### src/rtl/clpm_pkg.sv
// ----------------------------------------------------------------------------
// clpm_pkg
// Shared types and constants for the CPU load percent monitor.
// ----------------------------------------------------------------------------
package clpm_pkg;

  localparam int NUM_CPUS   = 8;
  localparam int CPU_AW     = (NUM_CPUS > 1) ? $clog2(NUM_CPUS) : 1;
  localparam int CPU_IDX_W  = 3;
  localparam int TIME_W     = 64;
  localparam int DELTA_W    = 32;
  localparam int LOAD_W     = 7;
  localparam int SUM_W      = 10;
  localparam int CNT_W      = 4;
  localparam int DVD_W      = 39;
  localparam int DVS_W      = 32;
  localparam int CFG_IDX_W  = 2;

  localparam logic [LOAD_W-1:0] LOAD_SCALE = 7'd100;
  localparam logic [SUM_W-1:0]  SUM_MAX    = 10'd1023;
  localparam logic [CNT_W-1:0]  COUNT_MAX  = 4'd15;

  localparam logic [CFG_IDX_W-1:0] REG_COUNT_IOWAIT_BUSY = 2'd0;
  localparam logic [CFG_IDX_W-1:0] REG_NICE_AS_IDLE      = 2'd1;

  typedef struct packed {
    logic [TIME_W-1:0] wall;
    logic [TIME_W-1:0] idle;
    logic [TIME_W-1:0] iowait;
    logic [TIME_W-1:0] nice;
  } hist_ent_t;

  typedef struct packed {
    logic we_main;
    logic we_nice;
  } hist_wr_t;

  typedef struct packed {
    logic             start;
    logic [DVD_W-1:0] dividend;
    logic [DVS_W-1:0] divisor;
  } div_req_t;

  typedef struct packed {
    logic              busy;
    logic              done;
    logic [LOAD_W-1:0] quotient;
  } div_rsp_t;

endpackage

### src/rtl/clpm_hist.sv
// ----------------------------------------------------------------------------
// clpm_hist
// Per-CPU store of the previous cumulative counters.
// ----------------------------------------------------------------------------
module clpm_hist
  import clpm_pkg::*;
(
  input  logic              clk_i,
  input  logic              rst_ni,
  input  logic [CPU_AW-1:0] addr_i,
  input  hist_wr_t          wr_i,
  input  hist_ent_t         wdata_i,
  output hist_ent_t         rdata_o
);

  hist_ent_t mem_q [NUM_CPUS];

  always_ff @(posedge clk_i or negedge rst_ni) begin
    if (!rst_ni) begin
      for (int i = 0; i < NUM_CPUS; i++) begin
        mem_q[i] <= '0;
      end
    end else begin
      if (wr_i.we_main) begin
        mem_q[addr_i].wall   <= wdata_i.wall;
        mem_q[addr_i].idle   <= wdata_i.idle;
        mem_q[addr_i].iowait <= wdata_i.iowait;
      end
      if (wr_i.we_nice) begin
        mem_q[addr_i].nice <= wdata_i.nice;
      end
    end
  end

  assign rdata_o = mem_q[addr_i];

endmodule

### src/rtl/clpm_div.sv
// ----------------------------------------------------------------------------
// clpm_div
// Shared restoring divider, one quotient bit per cycle, 7-bit quotient.
// Requires dividend < 128 * divisor.
// ----------------------------------------------------------------------------
module clpm_div
  import clpm_pkg::*;
(
  input  logic     clk_i,
  input  logic     rst_ni,
  input  div_req_t req_i,
  output div_rsp_t rsp_o
);

  localparam int DIV_CW = $clog2(LOAD_W);
  localparam logic [DIV_CW-1:0] LAST_STEP = DIV_CW'(LOAD_W - 1);

  logic              busy_q, busy_d;
  logic              done_q, done_d;
  logic [DIV_CW-1:0] cnt_q, cnt_d;
  logic [DVS_W-1:0]  rem_q, rem_d;
  logic [LOAD_W-1:0] low_q, low_d;
  logic [DVS_W-1:0]  dvs_q, dvs_d;
  logic [LOAD_W-1:0] quo_q, quo_d;

  logic [DVS_W:0] trial;
  logic [DVS_W:0] diff;
  logic           ge;

  assign trial = {rem_q, low_q[LOAD_W-1]};
  assign ge    = trial >= {1'b0, dvs_q};
  assign diff  = trial - {1'b0, dvs_q};

  always_comb begin
    busy_d = busy_q;
    done_d = 1'b0;
    cnt_d  = cnt_q;
    rem_d  = rem_q;
    low_d  = low_q;
    dvs_d  = dvs_q;
    quo_d  = quo_q;
    if (req_i.start) begin
      busy_d = 1'b1;
      cnt_d  = '0;
      rem_d  = req_i.dividend[DVD_W-1:LOAD_W];
      low_d  = req_i.dividend[LOAD_W-1:0];
      dvs_d  = req_i.divisor;
      quo_d  = '0;
    end else if (busy_q) begin
      rem_d = ge ? diff[DVS_W-1:0] : trial[DVS_W-1:0];
      low_d = {low_q[LOAD_W-2:0], 1'b0};
      quo_d = {quo_q[LOAD_W-2:0], ge};
      cnt_d = cnt_q + 1'b1;
      if (cnt_q == LAST_STEP) begin
        busy_d = 1'b0;
        done_d = 1'b1;
      end
    end
  end

  always_ff @(posedge clk_i or negedge rst_ni) begin
    if (!rst_ni) begin
      busy_q <= 1'b0;
      done_q <= 1'b0;
      cnt_q  <= '0;
    end else begin
      busy_q <= busy_d;
      done_q <= done_d;
      cnt_q  <= cnt_d;
    end
  end

  always_ff @(posedge clk_i) begin
    rem_q <= rem_d;
    low_q <= low_d;
    dvs_q <= dvs_d;
    quo_q <= quo_d;
  end

  assign rsp_o.busy     = busy_q;
  assign rsp_o.done     = done_q;
  assign rsp_o.quotient = quo_q;

endmodule

### src/rtl/cpu_load_percent_monitor.sv
// ----------------------------------------------------------------------------
// cpu_load_percent_monitor
// Per-CPU busy percentage from cumulative idle time, with round average.
// ----------------------------------------------------------------------------
// Channel  Dir  Handshake                  Beat
// in       in   in_valid_i / in_ready_o    cpu_index, wall/idle/iowait/nice, last
// out      out  out_valid_o / out_ready_i  cpu_load, average_load, average_valid
// cfg      in   cfg_valid_i / cfg_ready_o  cfg_index_i, cfg_data_i
//
// An input beat runs through the delta, nice, iowait, compare, multiply and
// load divide states to its result; the last beat of a round also runs the
// 7-step shared divider once more, for the round average.
// One beat is in flight at a time; in_ready_o drops from accept until the
// result beat is taken. Config writes are accepted in every cycle.
// Reset clears the per-CPU history and the round accumulator, and sets the config to iowait idle, nice idle.
// ----------------------------------------------------------------------------
module cpu_load_percent_monitor
  import clpm_pkg::*;
(
  input  logic                 clk_i,
  input  logic                 rst_ni,
  input  logic                 in_valid_i,
  output logic                 in_ready_o,
  input  logic [CPU_IDX_W-1:0] cpu_index_i,
  input  logic [TIME_W-1:0]    wall_us_i,
  input  logic [TIME_W-1:0]    idle_us_i,
  input  logic [TIME_W-1:0]    iowait_us_i,
  input  logic [TIME_W-1:0]    nice_us_i,
  input  logic                 last_in_round_i,
  output logic                 out_valid_o,
  input  logic                 out_ready_i,
  output logic [LOAD_W-1:0]    cpu_load_o,
  output logic [LOAD_W-1:0]    average_load_o,
  output logic                 average_valid_o,
  input  logic                 cfg_valid_i,
  output logic                 cfg_ready_o,
  input  logic [CFG_IDX_W-1:0] cfg_index_i,
  input  logic                 cfg_data_i
);

  typedef enum logic [11:0] {
    S_IDLE  = 12'b0000_0000_0001,
    S_DELTA = 12'b0000_0000_0010,
    S_NICE  = 12'b0000_0000_0100,
    S_IOW   = 12'b0000_0000_1000,
    S_CMP   = 12'b0000_0001_0000,
    S_MUL   = 12'b0000_0010_0000,
    S_LDIV  = 12'b0000_0100_0000,
    S_LWAIT = 12'b0000_1000_0000,
    S_ACC   = 12'b0001_0000_0000,
    S_ADIV  = 12'b0010_0000_0000,
    S_AWAIT = 12'b0100_0000_0000,
    S_OUT   = 12'b1000_0000_0000
  } state_e;

  state_e state_q, state_d;

  logic cib_q, nai_q;

  hist_ent_t            in_q;
  logic [CPU_IDX_W-1:0] cpu_q;
  logic                 last_q;
  logic                 in_range_q;

  logic [DELTA_W-1:0] dwall_q, didle_q, diow_q, dnice_q;
  logic [DELTA_W-1:0] diff_q;
  logic               zero_q;
  logic [DVD_W-1:0]   prod_q;

  logic [SUM_W-1:0]  sum_q;
  logic [CNT_W-1:0]  cnt_q;
  logic [LOAD_W-1:0] load_q, avg_q;

  logic                 in_acc;
  logic [CPU_AW+2:0]    idx_ext;
  logic [CPU_AW-1:0]    hist_addr;
  hist_wr_t             hist_wr;
  hist_ent_t            hist_rd;
  div_req_t             div_req;
  div_rsp_t             div_rsp;
  logic [LOAD_W-1:0]    load_now;
  logic [SUM_W:0]       sum_wide;

  assign in_ready_o  = (state_q == S_IDLE);
  assign out_valid_o = (state_q == S_OUT);
  assign cfg_ready_o = 1'b1;
  assign in_acc      = in_valid_i && in_ready_o;

  assign idx_ext   = {{CPU_AW{1'b0}}, cpu_q};
  assign hist_addr = idx_ext[CPU_AW-1:0];

  assign hist_wr.we_main = (state_q == S_DELTA) && in_range_q;
  assign hist_wr.we_nice = (state_q == S_DELTA) && in_range_q && nai_q;

  clpm_hist u_hist (
    .clk_i   (clk_i),
    .rst_ni  (rst_ni),
    .addr_i  (hist_addr),
    .wr_i    (hist_wr),
    .wdata_i (in_q),
    .rdata_o (hist_rd)
  );

  always_comb begin
    div_req.start    = (state_q == S_LDIV) || (state_q == S_ADIV);
    div_req.dividend = zero_q ? '0 : prod_q;
    div_req.divisor  = zero_q ? DVS_W'(1) : dwall_q;
    if (state_q == S_ADIV) begin
      div_req.dividend = DVD_W'(sum_q);
      div_req.divisor  = DVS_W'(cnt_q);
    end
  end

  clpm_div u_div (
    .clk_i  (clk_i),
    .rst_ni (rst_ni),
    .req_i  (div_req),
    .rsp_o  (div_rsp)
  );

  assign load_now = zero_q ? '0 : div_rsp.quotient;
  assign sum_wide = {1'b0, sum_q} + (SUM_W+1)'(load_q);

  always_comb begin
    state_d = state_q;
    case (state_q)
      S_IDLE:  if (in_acc) state_d = S_DELTA;
      S_DELTA: state_d = S_NICE;
      S_NICE:  state_d = S_IOW;
      S_IOW:   state_d = S_CMP;
      S_CMP:   state_d = S_MUL;
      S_MUL:   state_d = S_LDIV;
      S_LDIV:  state_d = S_LWAIT;
      S_LWAIT: if (div_rsp.done) state_d = S_ACC;
      S_ACC:   state_d = last_q ? S_ADIV : S_OUT;
      S_ADIV:  state_d = S_AWAIT;
      S_AWAIT: if (div_rsp.done) state_d = S_OUT;
      S_OUT:   if (out_ready_i) state_d = S_IDLE;
      default: state_d = S_IDLE;
    endcase
  end

  always_ff @(posedge clk_i or negedge rst_ni) begin
    if (!rst_ni) begin
      state_q <= S_IDLE;
      cib_q   <= 1'b0;
      nai_q   <= 1'b1;
      sum_q   <= '0;
      cnt_q   <= '0;
    end else begin
      state_q <= state_d;
      if (cfg_valid_i) begin
        case (cfg_index_i)
          REG_COUNT_IOWAIT_BUSY: cib_q <= cfg_data_i;
          REG_NICE_AS_IDLE:      nai_q <= cfg_data_i;
          default: ;
        endcase
      end
      if (state_q == S_ACC) begin
        sum_q <= (sum_wide > (SUM_W+1)'(SUM_MAX)) ? SUM_MAX : sum_wide[SUM_W-1:0];
        if (cnt_q < COUNT_MAX) cnt_q <= cnt_q + 1'b1;
      end
      if ((state_q == S_AWAIT) && div_rsp.done) begin
        sum_q <= '0;
        cnt_q <= '0;
      end
    end
  end

  always_ff @(posedge clk_i) begin
    if (in_acc) begin
      in_q.wall   <= wall_us_i;
      in_q.idle   <= idle_us_i;
      in_q.iowait <= iowait_us_i;
      in_q.nice   <= nice_us_i;
      cpu_q       <= cpu_index_i;
      last_q      <= last_in_round_i;
      in_range_q  <= {{(32-CPU_IDX_W){1'b0}}, cpu_index_i} < 32'(NUM_CPUS);
    end
    case (state_q)
      S_DELTA: begin
        dwall_q <= in_q.wall[DELTA_W-1:0] - hist_rd.wall[DELTA_W-1:0];
        didle_q <= in_q.idle[DELTA_W-1:0] - hist_rd.idle[DELTA_W-1:0];
        diow_q  <= in_q.iowait[DELTA_W-1:0] - hist_rd.iowait[DELTA_W-1:0];
        dnice_q <= in_q.nice[DELTA_W-1:0] - hist_rd.nice[DELTA_W-1:0];
      end
      S_NICE: if (nai_q) didle_q <= didle_q + dnice_q;
      S_IOW:  if (cib_q && (didle_q >= diow_q)) didle_q <= didle_q - diow_q;
      S_CMP: begin
        zero_q <= !in_range_q || (dwall_q == '0) || (dwall_q < didle_q);
        diff_q <= dwall_q - didle_q;
      end
      S_MUL:   prod_q <= DVD_W'(diff_q) * DVD_W'(LOAD_SCALE);
      S_LWAIT: if (div_rsp.done) load_q <= load_now;
      S_ACC:   avg_q <= '0;
      S_AWAIT: if (div_rsp.done) avg_q <= div_rsp.quotient;
      default: ;
    endcase
  end

  assign cpu_load_o      = load_q;
  assign average_load_o  = avg_q;
  assign average_valid_o = last_q;

  a_no_overlap: assert property (@(posedge clk_i) disable iff (!rst_ni)
    !(in_ready_o && out_valid_o))
    else $error("input and output both open");

  a_load_range: assert property (@(posedge clk_i) disable iff (!rst_ni)
    out_valid_o |-> (cpu_load_o <= LOAD_SCALE) && (average_load_o <= LOAD_SCALE))
    else $error("load above 100");

  a_avg_zero: assert property (@(posedge clk_i) disable iff (!rst_ni)
    (out_valid_o && !average_valid_o) |-> (average_load_o == '0))
    else $error("average shown outside round end");

  a_div_idle: assert property (@(posedge clk_i) disable iff (!rst_ni)
    div_req.start |-> !div_rsp.busy)
    else $error("divider restarted while busy");

  a_round_clear: assert property (@(posedge clk_i) disable iff (!rst_ni)
    ((state_q == S_AWAIT) && div_rsp.done) |=> (sum_q == '0) && (cnt_q == '0))
    else $error("accumulator not cleared at round end");

endmodule

### config.mk
export PLATFORM = sky130hd
export DESIGN_NAME = cpu_load_percent_monitor
export DESIGN_NICKNAME = d
export VERILOG_FILES = /design/src/rtl/clpm_pkg.sv /design/src/rtl/clpm_hist.sv /design/src/rtl/clpm_div.sv /design/src/rtl/cpu_load_percent_monitor.sv
export SDC_FILE = /design/constraint.sdc
export NUM_CORES = 2
export LEC_CHECK = 0
export BUFFER_PORTS_ARGS = -buffer_cell sky130_fd_sc_hd__buf_2
export CORE_ASPECT_RATIO = 0.7
export CORE_MARGIN = 4
export CORE_UTILIZATION = 60
export CTS_CLUSTER_DIAMETER = 30
export DETAILED_ROUTE_END_ITERATION = 7
export HOLD_SLACK_MARGIN = 0.08
export PLACE_DENSITY_LB_ADDON = 0.08
export REMOVE_ABC_BUFFERS = 1
export SLEW_MARGIN = 5
export SYNTH_ARGS = -nofsm -noshare
export SYNTH_HDL_FRONTEND = slang
export SYNTH_SLANG_ARGS = --single-unit
### constraint.sdc
create_clock -name clk_i -period 27.3 [get_ports clk_i]
set_input_delay 1.365 -clock clk_i [delete_from_list [all_inputs] [get_ports clk_i]]
set_output_delay 1.365 -clock clk_i [all_outputs]
set_load 0.1 [all_outputs]
; After elaboration in Yosys (flattened, before gate mapping)
; Index checks and enable logic that the tools add are counted.
[word_totals]
rom_bits = 0
latch_bits = 0
register_bits = 2631
out_inout_bits = 18
ramBits = 0
memories = 0
[op_classes]
n_eq_ne = 20
n_mux = 50
n_bitwise = 1
magnitude_cmp = 7
shifts = 0
addsub = 11
n_reduce_logical = 22
multipliers = 1
n_div = 0
[op_table]
columns = op, n
row1 = 2048-bit bitwise mux, 4
row2 = 2048-bit two-way mux, 2
row3 = 256-bit demux with 3-bit select, 4
row4 = 256-bit binary-select mux with 3-bit select, 1
row5 = 224-bit two-way mux, 2
row6 = 256-bit two-way mux, 1
row7 = 32-bit subtractor, 7
row8 = 192-bit two-way mux, 1
row9 = 32-bit two-way mux, 6
row10 = 12-bit one-hot mux with 12 select lines, 1
row11 = 128-bit two-way mux, 1
row12 = 32-bit one-hot mux with 3 select lines, 1
row13 = 71-bit two-way mux, 1
row14 = 64-bit two-way mux, 1
row15 = 12-bit two-way mux, 5
row16 = 39-bit two-way mux, 1
row17 = "32-bit by 5-bit multiplier with 37-bit output, second input constant", 1
row18 = 33-bit by 32-bit greater-or-equal comparator with 1-bit output, 1
row19 = 32-bit adder, 1
row20 = 32-bit greater-or-equal comparator, 1
row21 = 32-bit zero test, 1
row22 = 32-bit < comparator, 1
row23 = 10-bit two-way mux, 3
row24 = 7-bit two-way mux, 3
row25 = 37 further kinds, 61

; Depth between registers and ports, before layout
[depth]
ltp_word = 11
mapped_depth = 21
mapped_depth_nobuf = 18

; Cells and area by module
; Synthesis repeated with hierarchy kept, for this count alone.
[unflattened]
cells_unflattened = 8684
hier_area_um2 = 127800.1
[modules_own_cells]
columns = module, instances, area_per_inst_um2, cells_per_inst, seq_area_each_um2
row1 = clpm_hist, 1, 90902.2, 5260, 51249.2
row2 = cpu_load_percent_monitor, 1, 31382.6, 2867, 14876.8
row3 = clpm_div, 1, 5515.3, 557, 2397.3

; Least setup slack after synthesis
; Ideal clock, no wire load.
[synth_path]
path_kind = reg-to-reg
start = register state_q[7]
end = register didle_q[0] (enable)
path_stages_with_launch = 7
path_buffers = 1
required_ps = 26839
arrival_ps = 11198
setup_slack_ps = 15641
path_cell_list = dfrtp_1 -> buf_2 -> nor4_2 -> nand4_1 -> nor3b_1 -> nor3_1 -> nor3_1
[synth_via]
elab_chain_cells = 3
word_cells_on_any_way = 7
classes_between = eq/ne: 5 / reduce/logical: 2
[synth_rtl]
columns = item, line_no
row1 = start: declaration, cpu_load_percent_monitor.sv:56  ; state_e state_q, state_d;
row2 = start signal: assignment, cpu_load_percent_monitor.sv:151  ; state_q <= state_d;
row3 = 12-bit by 4-bit == test with 1-bit output (tied with other cells), cpu_load_percent_monitor.sv:180  ; case (state_q)
row4 = 2-bit inequality test (no source line) or 3-bit nonzero test (tied branches), -
row5 = 3-bit AND reduction (no source line) (*), -
row6 = end signal: assignment, cpu_load_percent_monitor.sv:183  ; didle_q <= in_q.idle[DELTA_W-1:0] - hist_rd.idle[DELTA_W-1:0];
row7 = end signal: assignment, cpu_load_percent_monitor.sv:187  ; S_NICE: if (nai_q) didle_q <= didle_q + dnice_q;
row8 = end signal: assignment, cpu_load_percent_monitor.sv:188  ; S_IOW: if (cib_q && (didle_q >= diow_q)) didle_q <= didle_q - diow_q;
row9 = end: declaration, cpu_load_percent_monitor.sv:65  ; logic [DELTA_W-1:0] dwall_q, didle_q, diow_q, dnice_q;
; Mark *: on every way between the ends. The rest lies on a longest branch, timed or not.
; A chain may end at the register's enable or synchronous reset.

; Worst setup path after layout
[layout_path]
start = register cpu_q[0]
end = register dnice_q[28] (data pin)
[layout_via]
elab_chain_cells = 5
[layout_rtl]
columns = item, line_no
row1 = start: declaration, cpu_load_percent_monitor.sv:61  ; logic [CPU_IDX_W-1:0] cpu_q;
row2 = start signal: assignment, cpu_load_percent_monitor.sv:176  ; cpu_q <= cpu_index_i;
row3 = 3-bit inverter with 4-bit output (not written as such), clpm_hist.sv:35  ; assign rdata_o = mem_q[addr_i];
row4 = 256-bit binary-select mux with 3-bit select, clpm_hist.sv:35
row5 = 224-bit two-way mux (not written as such) (2 in series), clpm_hist.sv:35
row6 = 32-bit subtractor, cpu_load_percent_monitor.sv:185  ; dnice_q <= in_q.nice[DELTA_W-1:0] - hist_rd.nice[DELTA_W-1:0];
row7 = end signal: assignment, cpu_load_percent_monitor.sv:185
row8 = end: declaration, cpu_load_percent_monitor.sv:65
; Every way passes these cells. The select of a mux whose other input is x is not followed.

==> impl_metrics.yaml <==
yosys:
  synth_most_common_cell: "dfrtp_1"
  yosysWarningCount: 0
  synth_xor_area_share_pct: 2.93
  syn_avg_cell_area_um2: 12.4
  synth_cell_types: 95
  syn_area_mm2: 0.0749
  synth_compound_area_share_pct: 13.1
  yosysSeqAreaShare_pct: 52.1
  yosys_most_used_dff: "dfrtp_1"
  synth-async-reset-ratio_pct: 71.5
  synth_top_area_share_pct: 35.2
  synth_top_family_by_area: "multiplexers"
  yosysTopAreaCell: "dfrtp_1"
  ys_top_cells_by_count: "dfrtp_1, mux2_2, edfxtp_1"
  yosys-top-cells-area: "dfrtp_1, edfxtp_1, mux2_2, ha_1, a22oi_1"
  synth_edf_count: 415
  synth_fa_ha_area_share_pct: 6.99
  synth_cells: 6049
  synth.area.mux_share_pct: 15.4
  yosys.area_share.simple_pct: 6.33
  ys_ff_latch: 1479
critical_path:
  cp_slowest_cell: "buf_4"
  cpMostUsedCell: "buf_4"
  crit_path_end_kind: "flip-flop"
  slowest_delay_ns: 0.62
  cp-start-kind: "flip-flop"
  cp_max_fo: 38
  arrival_ns: 7.06
  crit_chain: "nor3b_2 -> buf_4 -> buf_4 -> buf_4 -> a22o_1 -> a221oi_1 -> and3_1 -> ha_1 -> o21a_1 -> o31a_1 -> o41ai_1 -> buf_4 -> o311ai_1 -> o21ai_1 -> o211ai_1 -> nand2_1 -> o21ai_1 -> a21o_1 -> a21oi_1 -> xnor2_1"
  crit_family: "compound AO/OA/AOI/OAI gates"
  path_class: "flip-flop to flip-flop"
  required_ns: 27.94
  crit_buf_inv: 4
pwr:
  p_leak_nw: 38.2
  peakVddDrop_mv: 0.0769
  powerDensity_mw_per_mm2: 124
placed_design:
  dp_slack_ns: 21.10
  io_buffer_count: 156
  gp_congestion: 0.903
  hpwl_um: 126000
clock_network:
  numCtsBuffers: 229
  cts_resized: 0
  path_clk_slew_ns: 0.06
  cts_setup_buffers: 0
  root_buffer: "clkbuf_16"
  h-tree-depth: 4
  cts_hold_buffers: 0
  clock_path_buffers: 3
  cts_sinks: 1479
  cts_tree: "done"
  clkLatencyLatePin_ns: 0.86
sta:
  fin_crit_sh_pct: 23.5
  worst_clock_skew_ns: 0.0520
  setup_tns_ns: 0
  fin_ws_ns: 20.87
  hold_viol: 0
  rsz0062_at_grt: "no"
  post-route-min-period_ns: 6.43
  report.final.setup_viol: 0
  fmax_ghz: 0.156
  worst_pin_slew_ns: 1.14
  slew_headroom_pct: 22.9
  slew_viol_final: 0
detailed_routing:
  routedWlPerCell_um: 24.7
  drt_pre_antenna_iters: 5
  ant_nets: 0
  vias: 51500
  finalWirelength_um: 200000
  viasPerCell: 6.35
  drtIter0Drc: 4635
  drc: 0
outcome:
  outcome: "complete, no violations"
cells_and_area:
  largestRegisters: "u_hist.mem_q: 1024 flops, in_q: 128 flops, prod_q: 37 flops"
  multiInputGateArea_mm2: 0.0337
  regMostFlops: "u_hist.mem_q"
  seqCellArea_mm2: 0.0391
  syn_to_final_growth_pct: 14.2
  fill_cells: 8869
  largest_reg_flops: 1024
  nets: 6908
  layout-drive-gt1-share_pct: 26.5
grt:
  grt_pass1_wl_um: 311000
  grt_max_degree: 179
  grt_pass1_vias: 52200
  grt-ovfl-total: 0
  grtUsageTotal_pct: 30.5
  antenna_found_initial: 5
floorplan:
  dieArea_mm2: 0.131
  core-area_mm2: 0.124
  start_util_pct: 60.4
  dieWidth_um: 430
  io_pins: 286
  die_h_um: 304
  rows: 108
hold_path:
  hp-class: "flip-flop to flip-flop"
run:
  maxCapViolations: 0
## layout by cell type (no fill, tap or decap), drive strengths merged, types with 41 or more instances in the layout
cell and count:
and2 59, nand2b 51, a22o 120, buf 233
a21oi 257, nand3 48, o21ai 203, ha 361
o21bai 41, clkbuf 261, edfxtp 415, dfrtp 1055
nor2 155, and3 145, inv 373, nor3 51
xor2 82, a21o 139, xnor2 169, nand2 213
nor2b 50, a22oi 294, mux2 1000, a221oi 126
clkinv 80
## tightest hold or removal path, delay by kind of cell, from the launching register on
family             cells  cell delay (ns)
DFF                    1             0.34
AOI/OAI and AO/OA      1             0.06
and+or+nand+nor        1             0.05
## routing by layer
layer	vias to the layer above	track usage, %	wire length, um
met5	-	0.328	82
met4	6	7.59	3640
met3	272	6.08	14900
met2	1795	45.7	89500
met1	26300	45.9	92200
li1	23100	-	-
## power by group
part,internal [mW],total (mW),switching (mW)
Sequential,3.27,3.87,0.598
Combinational,1.72,3.76,2.04
Clock,1.86,3.00,1.14
Total,6.85,10.6,3.78
## path summary, 6_finish.rpt
kind,endpoint,cells past startpoint,from,slack (ns)
worst max-delay path,dnice_q[28]$_DFFE_PP_,20,cpu_q[0]$_DFFE_PP_,20.87
worst min-delay path,u_hist.mem_q[1792]$_DFFE_PN0P_,2,u_hist.mem_q[1792]$_DFFE_PN0P_,0.48
worst max register to register,dnice_q[28]$_DFFE_PP_,20,cpu_q[0]$_DFFE_PP_,20.87
worst min register to register,u_hist.mem_q[1792]$_DFFE_PN0P_,2,u_hist.mem_q[1792]$_DFFE_PN0P_,0.48
max in group asynchronous,u_hist.mem_q[845]$_DFFE_PN0P_,5,rst_ni,22.62
min in group asynchronous,u_hist.mem_q[1562]$_DFFE_PN0P_,1,rst_ni,0.61
## logic make-up after synthesis
family                   count (synthesis)
AO/OA/AOI/OAI                         1394
AND/OR/NAND/NOR                        907
multiplexers                          1029
XOR/XNOR                               251
buffers and inverters                  591
adder cells (fa/ha/maj)                397
flip-flops                            1479
other                                    1
## cell type report
type,count,area share (%)
sequential,1479,45.7
multi-input combinational,3979,39.4
clock buffer,261,7.13
tap,1650,2.41
clock inverter,178,2.34
timing repair buffer,233,1.67
inverter,321,1.41
antenna,1,0.00293
## per-stage QoR
stage / util, % / cell area, um^2 / cells / total power [mW] / hold slack [ns]
global placement: 62.5 / 77400 / 7662 / 7.43 / 0.462
finish: 69.0 / 85500 / 8102 / 10.6 / 0.481
floorplan: - / 73800 / 5779 / 6.43 / 0.450
detailed placement: 62.5 / 77400 / 7662 / 7.56 / 0.470
CTS: 69.0 / 85500 / 8101 / 10.6 / 0.484
global route: 69.0 / 85500 / 8101 / 11.2 / 0.503
Power figures use the tool's default switching activity.
